--- src/hdl/bpm_pkg.sv ---
// ----------------------------------------------------------------------------
// Block peak / RMS meter package
// Shared payload types, widths, controller states and command/status structs.
// ----------------------------------------------------------------------------
package bpm_pkg;

    localparam int SAMPLE_W      = 16;
    localparam int COUNT_OUT_W   = 10;
    localparam int PEAK_OUT_W    = 16;
    localparam int RMS_OUT_W     = 20;
    localparam int MAG_W         = 17;
    localparam int SQUARE_W      = 31;
    localparam int FRAC_SHIFT    = 8;
    localparam int MEAN_W        = 39;
    localparam int ROOT_W        = 20;
    localparam int RAD_W         = 2 * ROOT_W;
    localparam int SREM_W        = ROOT_W + 3;
    localparam int SQ_CNT_W      = $clog2(ROOT_W);
    localparam int BLOCK_MAX_DEF = 512;

    typedef struct packed {
        logic signed [SAMPLE_W-1:0] sample;
        logic                       last;
    } s_payload_t;

    typedef struct packed {
        logic [COUNT_OUT_W-1:0] blk_count;
        logic [PEAK_OUT_W-1:0]  peak_level;
        logic [RMS_OUT_W-1:0]   rms_level;
    } m_payload_t;

    typedef enum logic [1:0] {
        ST_ACC,
        ST_DIV,
        ST_SQRT,
        ST_HOLD
    } state_t;

    typedef struct packed {
        logic take;
        logic div_step;
        logic sqrt_load;
        logic sqrt_step;
        logic out_load;
    } ctl_cmd_t;

    typedef struct packed {
        logic close;
        logic div_done;
        logic sqrt_done;
        logic out_free;
    } ctl_status_t;

endpackage

--- src/hdl/block_peak_rms_meter.sv ---
// ----------------------------------------------------------------------------
// Block peak / RMS meter top level
// Per-block peak, sample count and RMS (4 fraction bits) of a PCM stream.
// ----------------------------------------------------------------------------
// Throughput: one sample per cycle inside a block.
// The closing sample starts a serial divide and a serial root; no sample is
// taken until the result is loaded.
// The result is loaded into the output register after the root, once the
// output is free. Reset (aresetn low, synchronous) clears the accumulators,
// the controller and the result valid.
module block_peak_rms_meter #(
    parameter int BLOCK_MAX = bpm_pkg::BLOCK_MAX_DEF
) (
    input  logic                aclk,
    input  logic                aresetn,
    input  logic                s_valid,
    output logic                s_ready,
    input  bpm_pkg::s_payload_t s_payload,
    output logic                m_valid,
    input  logic                m_ready,
    output bpm_pkg::m_payload_t m_payload
);
    import bpm_pkg::*;

    ctl_cmd_t    cmd;
    ctl_status_t status;

    bpm_ctrl u_ctrl (
        .aclk    (aclk),
        .aresetn (aresetn),
        .s_valid (s_valid),
        .s_ready (s_ready),
        .status  (status),
        .cmd     (cmd)
    );

    bpm_datapath #(
        .BLOCK_MAX (BLOCK_MAX)
    ) u_datapath (
        .aclk      (aclk),
        .aresetn   (aresetn),
        .s_payload (s_payload),
        .m_payload (m_payload),
        .m_valid   (m_valid),
        .m_ready   (m_ready),
        .cmd       (cmd),
        .status    (status)
    );

endmodule

--- src/hdl/bpm_ctrl.sv ---
// ----------------------------------------------------------------------------
// Block peak / RMS meter controller
// Sequences accumulation, the serial divide, the serial root and result load.
// ----------------------------------------------------------------------------
module bpm_ctrl (
    input  logic                 aclk,
    input  logic                 aresetn,
    input  logic                 s_valid,
    output logic                 s_ready,
    input  bpm_pkg::ctl_status_t status,
    output bpm_pkg::ctl_cmd_t    cmd
);
    import bpm_pkg::*;

    state_t state_reg;
    state_t state_next;

    always_ff @(posedge aclk) begin
        if (!aresetn) begin
            state_reg <= ST_ACC;
        end else begin
            state_reg <= state_next;
        end
    end

    always_comb begin
        state_next = state_reg;
        case (state_reg)
            ST_ACC: begin
                if (s_valid && status.close) begin
                    state_next = ST_DIV;
                end
            end
            ST_DIV: begin
                if (status.div_done) begin
                    state_next = ST_SQRT;
                end
            end
            ST_SQRT: begin
                if (status.sqrt_done) begin
                    state_next = ST_HOLD;
                end
            end
            ST_HOLD: begin
                if (status.out_free) begin
                    state_next = ST_ACC;
                end
            end
            default: begin
                state_next = ST_ACC;
            end
        endcase
    end

    always_comb begin
        cmd     = '0;
        s_ready = 1'b0;
        case (state_reg)
            ST_ACC: begin
                s_ready  = 1'b1;
                cmd.take = s_valid;
            end
            ST_DIV: begin
                cmd.div_step  = 1'b1;
                cmd.sqrt_load = status.div_done;
            end
            ST_SQRT: begin
                cmd.sqrt_step = 1'b1;
            end
            ST_HOLD: begin
                cmd.out_load = status.out_free;
            end
            default: begin
                cmd = '0;
            end
        endcase
    end

endmodule

--- src/hdl/bpm_datapath.sv ---
// ----------------------------------------------------------------------------
// Block peak / RMS meter datapath
// Accumulators, radix-2 restoring divider, digit-by-digit root, result register.
// ----------------------------------------------------------------------------
module bpm_datapath #(
    parameter int BLOCK_MAX = bpm_pkg::BLOCK_MAX_DEF
) (
    input  logic                 aclk,
    input  logic                 aresetn,
    input  bpm_pkg::s_payload_t  s_payload,
    output bpm_pkg::m_payload_t  m_payload,
    output logic                 m_valid,
    input  logic                 m_ready,
    input  bpm_pkg::ctl_cmd_t    cmd,
    output bpm_pkg::ctl_status_t status
);
    import bpm_pkg::*;

    localparam int CNT_W  = $clog2(BLOCK_MAX + 1);
    localparam int SUM_W  = SQUARE_W + CNT_W;
    localparam int NUM_W  = SUM_W + FRAC_SHIFT;
    localparam int DCNT_W = $clog2(NUM_W);

    logic [MAG_W-1:0]    mag;
    logic [2*MAG_W-1:0]  square_full;
    logic [MAG_W-1:0]    peak_next;
    logic [SUM_W-1:0]    sum_next;
    logic [CNT_W-1:0]    count_next;

    logic [MAG_W-1:0]    peak_reg;
    logic [SUM_W-1:0]    sum_reg;
    logic [CNT_W-1:0]    count_reg;
    logic [MAG_W-1:0]    snap_peak_reg;
    logic [CNT_W-1:0]    snap_count_reg;

    logic [NUM_W-1:0]    quo_reg;
    logic [NUM_W-1:0]    quo_next;
    logic [CNT_W-1:0]    rem_reg;
    logic [CNT_W-1:0]    rem_next;
    logic [CNT_W:0]      div_trial;
    logic [CNT_W:0]      div_diff;
    logic                div_ge;
    logic [DCNT_W-1:0]   div_cnt_reg;

    logic [RAD_W-1:0]    rad_reg;
    logic [ROOT_W-1:0]   root_reg;
    logic [ROOT_W-1:0]   root_next;
    logic [SREM_W-1:0]   srem_reg;
    logic [SREM_W-1:0]   srem_next;
    logic [SREM_W-1:0]   srem_sh;
    logic [SREM_W-1:0]   sqrt_trial;
    logic                sqrt_ge;
    logic [SQ_CNT_W-1:0] sq_cnt_reg;

    m_payload_t          m_payload_reg;
    logic                m_valid_reg;

    assign mag = s_payload.sample[SAMPLE_W-1]
               ? (MAG_W'(17'h10000) - {1'b0, s_payload.sample})
               : {1'b0, s_payload.sample};
    assign square_full = mag * mag;
    assign peak_next   = (mag > peak_reg) ? mag : peak_reg;
    assign sum_next    = sum_reg + SUM_W'(square_full[SQUARE_W-1:0]);
    assign count_next  = count_reg + 1'b1;

    assign div_trial = {rem_reg, quo_reg[NUM_W-1]};
    assign div_ge    = div_trial >= {1'b0, snap_count_reg};
    assign div_diff  = div_trial - {1'b0, snap_count_reg};
    assign rem_next  = div_ge ? div_diff[CNT_W-1:0] : div_trial[CNT_W-1:0];
    assign quo_next  = {quo_reg[NUM_W-2:0], div_ge};

    assign srem_sh    = {srem_reg[SREM_W-3:0], rad_reg[RAD_W-1 -: 2]};
    assign sqrt_trial = {1'b0, root_reg, 2'b01};
    assign sqrt_ge    = srem_sh >= sqrt_trial;
    assign srem_next  = sqrt_ge ? (srem_sh - sqrt_trial) : srem_sh;
    assign root_next  = {root_reg[ROOT_W-2:0], sqrt_ge};

    always_ff @(posedge aclk) begin
        if (!aresetn) begin
            peak_reg  <= '0;
            sum_reg   <= '0;
            count_reg <= '0;
        end else if (cmd.take) begin
            if (status.close) begin
                peak_reg  <= '0;
                sum_reg   <= '0;
                count_reg <= '0;
            end else begin
                peak_reg  <= peak_next;
                sum_reg   <= sum_next;
                count_reg <= count_next;
            end
        end
    end

    always_ff @(posedge aclk) begin
        if (cmd.take && status.close) begin
            snap_peak_reg  <= peak_next;
            snap_count_reg <= count_next;
            quo_reg        <= {sum_next, {FRAC_SHIFT{1'b0}}};
            rem_reg        <= '0;
            div_cnt_reg    <= '0;
        end else if (cmd.div_step) begin
            quo_reg     <= quo_next;
            rem_reg     <= rem_next;
            div_cnt_reg <= div_cnt_reg + 1'b1;
        end
    end

    always_ff @(posedge aclk) begin
        if (cmd.sqrt_load) begin
            rad_reg    <= RAD_W'(quo_next[MEAN_W-1:0]);
            root_reg   <= '0;
            srem_reg   <= '0;
            sq_cnt_reg <= '0;
        end else if (cmd.sqrt_step) begin
            rad_reg    <= {rad_reg[RAD_W-3:0], 2'b00};
            root_reg   <= root_next;
            srem_reg   <= srem_next;
            sq_cnt_reg <= sq_cnt_reg + 1'b1;
        end
    end

    always_ff @(posedge aclk) begin
        if (!aresetn) begin
            m_valid_reg <= 1'b0;
        end else if (cmd.out_load) begin
            m_valid_reg <= 1'b1;
        end else if (m_ready) begin
            m_valid_reg <= 1'b0;
        end
    end

    always_ff @(posedge aclk) begin
        if (cmd.out_load) begin
            m_payload_reg.blk_count  <= COUNT_OUT_W'(snap_count_reg);
            m_payload_reg.peak_level <= snap_peak_reg[PEAK_OUT_W-1:0];
            m_payload_reg.rms_level  <= root_reg;
        end
    end

    assign status.close     = s_payload.last || (count_reg == CNT_W'(BLOCK_MAX - 1));
    assign status.div_done  = div_cnt_reg == DCNT_W'(NUM_W - 1);
    assign status.sqrt_done = sq_cnt_reg == SQ_CNT_W'(ROOT_W - 1);
    assign status.out_free  = !m_valid_reg || m_ready;

    assign m_valid   = m_valid_reg;
    assign m_payload = m_payload_reg;

endmodule

--- config.mk ---
export PLATFORM = sky130hd
export DESIGN_NAME = block_peak_rms_meter
export DESIGN_NICKNAME = d
export VERILOG_FILES = /design/src/hdl/bpm_pkg.sv /design/src/hdl/block_peak_rms_meter.sv /design/src/hdl/bpm_ctrl.sv /design/src/hdl/bpm_datapath.sv
export SDC_FILE = /design/constraint.sdc
export NUM_CORES = 1
export LEC_CHECK = 0
export BUFFER_PORTS_ARGS = -buffer_cell sky130_fd_sc_hd__buf_2
export CAP_MARGIN = 20
export CORE_ASPECT_RATIO = 1.75
export CORE_MARGIN = 8
export CORE_UTILIZATION = 58
export DETAILED_ROUTE_END_ITERATION = 10
export PLACE_DENSITY = 0.82
export SYNTH_ARGS = -nofsm -noshare
export SYNTH_HDL_FRONTEND = slang
export SYNTH_SLANG_ARGS = --single-unit
--- constraint.sdc ---
create_clock -name aclk -period 9.2 [get_ports aclk]
set_input_delay 0.92 -clock aclk [delete_from_list [all_inputs] [get_ports aclk]]
set_output_delay 0.92 -clock aclk [all_outputs]
set_load 0.01 [all_outputs]
==> impl_metrics.env, run 1 <==
export IMPL_status="completed"
export IMPL_vias_per_cell=5.71
export IMPL_synth_cells=2473
export IMPL_finalCritPeriodShare_pct=98.0
export IMPL_cts_sinks=294
export IMPL_htreeDepth=1
export IMPL_drt_wl_total_um=56900
export IMPL_max_freq_mhz=111
export IMPL_wl_per_cell_um=17.4
export IMPL_multi_input_area_um2=14500
export IMPL_critPathKind="in -> reg"
export IMPL_cpPeakStageDelay_ns=0.53
export IMPL_cts_root_buf="clkbuf_16"
export IMPL_grt_antenna_before_repair=0
export IMPL_async_flop_share_pct=0
export IMPL_hold_path_class="reg -> reg"
export IMPL_final_nets=3146
export IMPL_die_h_um=279
export IMPL_rsz0062_at_grt="yes"
export IMPL_seqCellArea_um2=7410
export IMPL_drt_initial_drc_count=1068
export IMPL_worstPathMaxFanout=6
export IMPL_grt_pass1_wl_um=93200
export IMPL_setup_viol=0
export IMPL_diodes=0
export IMPL_final_core_util_pct=68.6
export IMPL_cts_made_buffers=28
export IMPL_ys_types=76
export IMPL_drive_above_1_share_pct=17.3
export IMPL_fillers=2834
export IMPL_worstPathArrival_ns=9.44
export IMPL_vias=18600
export IMPL_grt_start_max_net_pins=81
export IMPL_final_max_slew_violation_count=0
export IMPL_ys_seq_area_share_pct=32.3
export IMPL_areaGrowthSynthToFinish_pct=17.1
export IMPL_dieWidth_um=166
export IMPL_first_pass_iters=5
export IMPL_avgSynthCellArea_um2=9.28
export IMPL_cap_violations=0
export IMPL_dpl_hpwl_um=44200
export IMPL_crit_top_cell="fa_1"
export IMPL_place_ws_ns=-0.609
export IMPL_yosys_warnings=0
export IMPL_tightest_slew_ns=0.901
export IMPL_io_buffers=68
export IMPL_clkTransAtPathRegs_ns=0.07
export IMPL_hold_violations=0
export IMPL_antenna_left=0
export IMPL_yosys_most_used_dff="edfxtp_1"
export IMPL_die_area_um2=46400
export IMPL_timing_final_ws_setup_ns=0.183
export IMPL_coreArea_um2=39200
export IMPL_route_detailed_drc=0
export IMPL_cts_tree="yes"
export IMPL_synth_seq_cells=294
export IMPL_synth_area_um2=22900
export IMPL_synth_edf_count=152
export IMPL_timing_final_crit_period_ns=9.02
export IMPL_track_usage_pct=24.1
export IMPL_worstSetupEndpointType="flop"
export IMPL_clockBufferDepth=3
export IMPL_slew_headroom_pct=39.1
export IMPL_finClkSkew_ns=0.0308
export IMPL_clk_latency_ns=0.58
export IMPL_gr_total_overflow=0
export IMPL_cpMaxStageDelayCell="or4_4"
export IMPL_grt_pass1_vias=20000
export IMPL_io_pins=69
export IMPL_row_count=96
export IMPL_initial_core_util_pct=58.6
export IMPL_largest_reg_flops=49
export IMPL_startpoint_type="input port"
export IMPL_gp_congestion=0.979
export IMPL_required_ns=9.62
export IMPL_whs_ns=0.412
metal layers:
metal,global-route usage [%],vias to the layer above,routed length (µm)
met5,0,-,0
met4,16.4,0,4000
met3,2.87,232,2120
met1,22.8,9032,19800
li1,-,8800,-
met2,47.6,546,31000
final cells by class:
class | count | share of cell area (%)
Multi-Input combinational cell | 1767 | 53.8
Sequential cell | 294 | 27.6
Timing Repair Buffer | 306 | 8.05
Inverter | 351 | 4.91
Clock buffer | 36 | 2.87
Tap cell | 490 | 2.28
Clock inverter | 15 | 0.526
worst paths after layout:
path	end	slack, ns	cells after the start	from
setup reg to reg	u_datapath.quo_reg[32]	5.26	11	u_datapath.sum_reg[0]
setup / recovery	u_datapath.quo_reg[48]	0.18	38	s_payload[10]
hold / removal	u_datapath.m_payload[29]	0.41	0	u_datapath.snap_peak_reg[9]
hold reg to reg	u_datapath.m_payload[29]	0.41	0	u_datapath.snap_peak_reg[9]
cells in the final DEF (no fill, tap or decap), types with 23 or more instances in the layout:
cell type / Yosys / layout
buf_4: 0 / 236
nand2_1: 305 / 295
mux2i_1: 41 / 41
xor2_1: 54 / 53
xnor2_1: 68 / 65
nor2_1: 184 / 173
a22o_1: 23 / 23
conb_1: 2 / 35
buf_2: 12 / 65
nand4_1: 25 / 25
a21oi_1: 140 / 127
clkbuf_16: 0 / 28
inv_1: 344 / 332
ha_1: 190 / 177
o21ai_0: 129 / 117
nand3_1: 66 / 64
fa_1: 187 / 182
dfxtp_1: 142 / 142
a21o_1: 57 / 57
nor3_1: 28 / 25
edfxtp_1: 152 / 152
synthesized netlist by cell type (6+ instances only):
cell type | n | share of area [%]
a21oi_1 | 140 | 3.1
o21ai_0 | 129 | 2.8
ha_1 | 190 | 10
mux2i_1 | 41 | 1.8
a22o_1 | 23 | 0.88
nand2b_1 | 11 | 0.30
a22oi_1 | 6 | 0.20
buf_1 | 12 | 0.20
nand3_1 | 66 | 1.4
and3_1 | 16 | 0.44
buf_2 | 12 | 0.26
inv_1 | 344 | 5.6
or3_1 | 12 | 0.33
and2_1 | 11 | 0.30
fa_1 | 187 | 16
nor2b_1 | 11 | 0.30
nor3_1 | 28 | 0.61
o21a_1 | 12 | 0.39
clkbuf_1 | 70 | 1.1
edfxtp_1 | 152 | 20
a21o_1 | 57 | 1.9
o21ai_1 | 9 | 0.20
xnor2_1 | 68 | 2.6
o31ai_1 | 7 | 0.23
xor2_1 | 54 | 2.1
o211ai_1 | 11 | 0.36
dfxtp_1 | 142 | 12
a211oi_1 | 15 | 0.49
nand3b_1 | 8 | 0.26
o21bai_1 | 14 | 0.46
nand4_1 | 25 | 0.68
nor2_1 | 184 | 3.0
nand2_1 | 305 | 5.0
a31oi_1 | 12 | 0.33
critical path: cells and delay by family:
family | cells | cell delay, ns
AO/OA/AOI/OAI | 7 | 1.62
XOR/XNOR | 3 | 0.49
adder cells (fa/ha/maj) | 8 | 3.24
buffers and inverters | 9 | 0.81
AND/OR/NAND/NOR | 11 | 2.33
cells by family (layout without fill, tap and decap cells):
group / Yosys count / count (layout) / share of synthesized area, %
and+or+nand+nor: 699 / 699 / 13.5
AOI/OAI and AO/OA: 489 / 490 / 13.4
buffers and inverters: 446 / 708 / 7.40
adders and majority gates: 377 / 377 / 26.7
DFF: 294 / 294 / 32.3
xor gates and xnor gates: 124 / 124 / 4.80
muxes: 42 / 42 / 1.84
other: 2 / 35 / 0.0327
repair_timing:
item | 4_1_cts | 5_1_grt
gates resized for setup | 3 | 57
setup buffers | 0 | 15
gates cloned | 0 | 1
pin swaps | 0 | 59
endpoints found under the setup margin | 7 | 37
hold buffers | 0 | 0
stage by stage:
| step | setup TNS (ns) | cell area [µm²] | instances |
|---|---|---|---|
| after floorplan | -0.0256 | 23400 | 2506 |
| after global placement | -8.99 | 25600 | 3190 |
| after detailed placement | -17.11 | 25600 | 3192 |
| after CTS | 0 | 26500 | 3243 |
| after global routing | -1.01 | 26900 | 3259 |
| final | 0 | 26900 | 3259 |
Power of run 1 is left out: the tool's default activity adds up to more than one toggle a clock period on the data nets, which glitch-free logic cannot reach.
==> run 2: changes to the inputs <==
CELL_PAD_IN_SITES_DETAIL_PLACEMENT = 0   (was not set)
CELL_PAD_IN_SITES_GLOBAL_PLACEMENT = 1   (was not set)
CORE_UTILIZATION = 50   (was 58)
HOLD_SLACK_MARGIN = 0.15   (was not set)
PLACE_DENSITY = 0.85   (was 0.82)
clock period = 10 ns   (was 9.2 ns; I/O delays follow)
==> impl_metrics.env, run 2 (synthesized netlist as in run 1, its figures left out) <==
export IMPL_grt_pass1_wl_um=91700
export IMPL_fillers=4157
export IMPL_clockBufferDepth=3
export IMPL_cpMaxStageDelayCell="fa_1"
export IMPL_htreeDepth=1
export IMPL_die_area_um2=53300
export IMPL_wl_per_cell_um=16.9
export IMPL_hold_violations=0
export IMPL_vias=17700
export IMPL_finalCritPeriodShare_pct=95.2
export IMPL_fin_cells=3276
export IMPL_multi_input_area_um2=14000
export IMPL_cts_made_buffers=29
export IMPL_grt_start_max_net_pins=81
export IMPL_areaGrowthSynthToFinish_pct=13.5
export IMPL_final_nets=3068
export IMPL_diodes=0
export IMPL_drive_above_1_share_pct=12.1
export IMPL_cpPeakStageDelay_ns=0.54
export IMPL_io_buffers=68
export IMPL_largest_reg_flops=49
export IMPL_antenna_left=0
export IMPL_timing_final_ws_setup_ns=0.482
export IMPL_slew_headroom_pct=35.3
export IMPL_setup_viol=0
export IMPL_dpl_hpwl_um=44100
export IMPL_drt_initial_drc_count=927
export IMPL_row_count=104
export IMPL_rsz0062_at_grt="no"
export IMPL_place_ws_ns=-0.370
export IMPL_place_inst=3219
export IMPL_hold_path_class="reg -> reg"
export IMPL_gr_total_overflow=0
export IMPL_layout_commonest_cell="inv_1"
export IMPL_startpoint_type="input port"
export IMPL_ctsHoldBuffers=0
export IMPL_drt_wl_total_um=55300
export IMPL_worstPathArrival_ns=10.01
export IMPL_finClkSkew_ns=0.0358
export IMPL_first_pass_iters=5
export IMPL_final_core_util_pct=57.0
export IMPL_route_detailed_drc=0
export IMPL_cts_tree="yes"
export IMPL_clk_latency_ns=0.59
export IMPL_crit_top_cell="fa_1"
export IMPL_critPathKind="in -> reg"
export IMPL_timing_final_crit_period_ns=9.52
export IMPL_initial_core_util_pct=50.2
export IMPL_die_h_um=299
export IMPL_worstPathMaxFanout=7
export IMPL_layout_common_cells="inv_1, nand2_1, ha_1"
export IMPL_io_pins=69
export IMPL_max_freq_mhz=105
export IMPL_cts_root_buf="clkbuf_16"
export IMPL_tightest_slew_ns=0.959
export IMPL_cap_violations=0
export IMPL_vias_per_cell=5.40
export IMPL_gp_congestion=0.943
export IMPL_status="completed"
export IMPL_worstSetupEndpointType="flop"
export IMPL_track_usage_pct=21.0
export IMPL_dieWidth_um=178
export IMPL_grt_antenna_before_repair=0
export IMPL_cts_sinks=294
export IMPL_grt_pass1_vias=19000
export IMPL_clkTransAtPathRegs_ns=0.07
export IMPL_seqCellArea_um2=7410
export IMPL_required_ns=10.49
export IMPL_final_max_slew_violation_count=0
export IMPL_coreArea_um2=45700
-- run 2: repair_timing --
item	CTS	global route
gates resized for setup	0	17
hold endpoints to repair	0	0
buffers inserted	0	3
endpoints found under the setup margin	0	27
-- run 2: layer usage --
| layer | share of wire [%] | track usage (%) | up-vias |
|---|---|---|---|
| met3 | 2.8 | 1.90 | 143 |
| met2 | 56 | 40.8 | 308 |
| met5 | 0 | 0 | - |
| met1 | 36 | 21.2 | 8590 |
| li1 | - | - | 8650 |
| met4 | 5.7 | 11.7 | 0 |
-- run 2: worst paths after layout --
check / from / cells after the start / endpoint / slack, ns
min reg2reg: u_datapath.snap_peak_reg[14] / 0 / u_datapath.m_payload[34] / 0.42
min: u_datapath.snap_peak_reg[14] / 0 / u_datapath.m_payload[34] / 0.42
max: s_payload[3] / 38 / u_datapath.sum_reg[40] / 0.48
max reg2reg: u_datapath.sum_reg[0] / 11 / u_datapath.quo_reg[32] / 5.99
-- run 2: worst max-delay path: cells and delay by family --
kind	cells	cell delay, ns
AOI/OAI and AO/OA	9	1.91
buffers and inverters	6	0.62
and+or+nand+nor	12	2.39
xor gates and xnor gates	3	0.51
adders and majority gates	8	3.56
-- run 2: area by class of cell --
class	instances	area share (%)
Multi-Input combinational cell	1766	54.0
Clock inverter	13	0.582
Tap cell	583	2.80
Sequential cell	294	28.5
Clock buffer	41	3.15
Inverter	351	5.06
Timing Repair Buffer	228	5.97
-- run 2: stage by stage --
stage	setup TNS, ns	hold WS (ns)	area [µm²]
after global routing	0	0.425	26000
final	0	0.418	26000
after detailed placement	-5.49	0.405	25000
after global placement	-1.46	0.402	25000
after floorplan	0	0.400	23100
after CTS	0	0.420	25900
Power of run 2 is left out for the same reason.
==> run 3: changes to the inputs <==
CORE_MARGIN = not set   (was 8)
CORE_UTILIZATION = 54   (was 50)
PLACE_DENSITY = 0.91   (was 0.85)
clock period = 12.24 ns   (was 10 ns; I/O delays follow)
==> impl_metrics.env, run 3 (synthesized netlist as in run 1, its figures left out) <==
export IMPL_die_area_um2=43300
export IMPL_tightest_slew_ns=0.969
export IMPL_coreArea_um2=41700
export IMPL_areaGrowthSynthToFinish_pct=8.62
export IMPL_crit_buf_inv=5
export IMPL_htreeDepth=1
export IMPL_status="completed"
export IMPL_row_count=99
export IMPL_critPathKind="in -> reg"
export IMPL_cts_resized=0
export IMPL_reg2regPathDepth=11
export IMPL_hp_start="u_datapath.snap_peak_reg[7]"
export IMPL_layout_common_cells="inv_1, nand2_1, ha_1"
export IMPL_rrSetupSlack_ns=8.23
export IMPL_gr_total_overflow=0
export IMPL_diodes=0
export IMPL_io_buffers=68
export IMPL_clk_latency_ns=0.58
export IMPL_grt_pass1_vias=18000
export IMPL_slew_headroom_pct=34.6
export IMPL_cts_sinks=294
export IMPL_holdPathEnd="u_datapath.m_payload[27]"
export IMPL_hold_violations=0
export IMPL_io_pins=69
export IMPL_grt_start_max_net_pins=81
export IMPL_dieWidth_um=158
export IMPL_vias_per_cell=5.54
export IMPL_cts_made_buffers=28
export IMPL_route_detailed_drc=0
export IMPL_finClkSkew_ns=0.0392
export IMPL_drt_wl_total_um=53700
export IMPL_crit_top_cell="fa_1"
export IMPL_ctsHoldBuffers=0
export IMPL_timing_critical_path_max_delay_family="adder cells"
export IMPL_drt_initial_drc_count=840
export IMPL_hold_path_cell_count=0
export IMPL_drive_above_1_share_pct=7.06
export IMPL_finalCritPeriodShare_pct=91.3
export IMPL_largest_reg_flops=49
export IMPL_hold_path_class="reg -> reg"
export IMPL_cp_startpoint="s_payload[3]"
export IMPL_max_freq_mhz=89.5
export IMPL_clkTransAtPathRegs_ns=0.07
export IMPL_reg2reg_to="u_datapath.quo_reg[32]"
export IMPL_final_nets=2940
export IMPL_gp_congestion=0.937
export IMPL_cap_violations=0
export IMPL_first_pass_iters=5
export IMPL_wl_per_cell_um=17.2
export IMPL_setup_viol=0
export IMPL_layout_commonest_cell="inv_1"
export IMPL_worstPathArrival_ns=11.47
export IMPL_post_cts_repair_setup_buffers=0
export IMPL_r2r_start="u_datapath.sum_reg[0]"
export IMPL_track_usage_pct=25.3
export IMPL_cts_root_buf="clkbuf_16"
export IMPL_clockBufferDepth=3
export IMPL_final_max_slew_violation_count=0
export IMPL_die_h_um=275
export IMPL_rsz0062_at_grt="no"
export IMPL_cpPeakStageDelay_ns=0.66
export IMPL_worstPathMaxFanout=13
export IMPL_antenna_left=0
export IMPL_vias=17300
export IMPL_grt_pass1_wl_um=86300
export IMPL_fillers=3663
export IMPL_initial_core_util_pct=55.0
export IMPL_startpoint_type="input port"
export IMPL_grt_antenna_before_repair=0
export IMPL_dpl_hpwl_um=42400
export IMPL_cts_tree="yes"
export IMPL_required_ns=12.54
export IMPL_timing_final_crit_period_ns=11.17
export IMPL_final_setup_tns_ns=0
export IMPL_cpMaxStageDelayCell="o21ai_1"
export IMPL_worstSetupEndpointType="flop"
==> run 3: cell types whose count changed in the layout (fill, tap and decap cells not counted), sizes merged <==
cell / previous run / this run
buf: 228 / 101
bufinv: 2 / 3
clkbuf: 41 / 37
clkinv: 8 / 9
clkinvlp: 1 / 4
inv: 353 / 350
==> run 3: how the worst max path moves through the flow <==
stage	endpoint	slack, ns	cells past startpoint
final	u_datapath.quo_reg[46]	1.07	35
after CTS	u_datapath.quo_reg[46]	1.01	35
after global placement	u_datapath.quo_reg[46]	0.72	34
after floorplan	u_datapath.quo_reg[42]	1.94	37
after global routing	u_datapath.quo_reg[46]	0.44	35
after detailed placement	u_datapath.quo_reg[46]	0.46	35
==> run 3: cell type report <==
class | instances | area, µm² | area share, %
clock inverter | 15 | 185 | 0.743
timing repair buffer | 101 | 596 | 2.39
tap | 555 | 694 | 2.79
clock buffer | 37 | 734 | 2.95
multi-input combinational | 1766 | 14000 | 56.1
sequential | 294 | 7410 | 29.7
inverter | 351 | 1320 | 5.29
==> run 3: through the flow <==
| stage | area (µm²) | cells | hold slack [ns] | utilization, % | setup slack (ns) |
|---|---|---|---|---|---|
| 2_1_floorplan | 23100 | 2506 | 0.400 | - | 1.94 |
| 4_1_cts | 24900 | 3118 | 0.421 | 59.6 | 1.01 |
| 6_report | 24900 | 3119 | 0.419 | 59.7 | 1.07 |
| 3_3_place_gp | 24000 | 3066 | 0.404 | 57.4 | 0.724 |
| 5_1_grt | 24900 | 3119 | 0.428 | 59.7 | 0.437 |
| 3_5_place_dp | 24000 | 3066 | 0.405 | 57.4 | 0.460 |
==> run 3: metal layers <==
layer	share of wire [%]	wire length [µm]	track usage, %
met1	36	19200	25.1
met2	56	30200	51.0
met3	2.7	1460	2.00
met4	5.1	2740	12.7
met5	0	0	0
Power of run 3 is left out for the same reason.
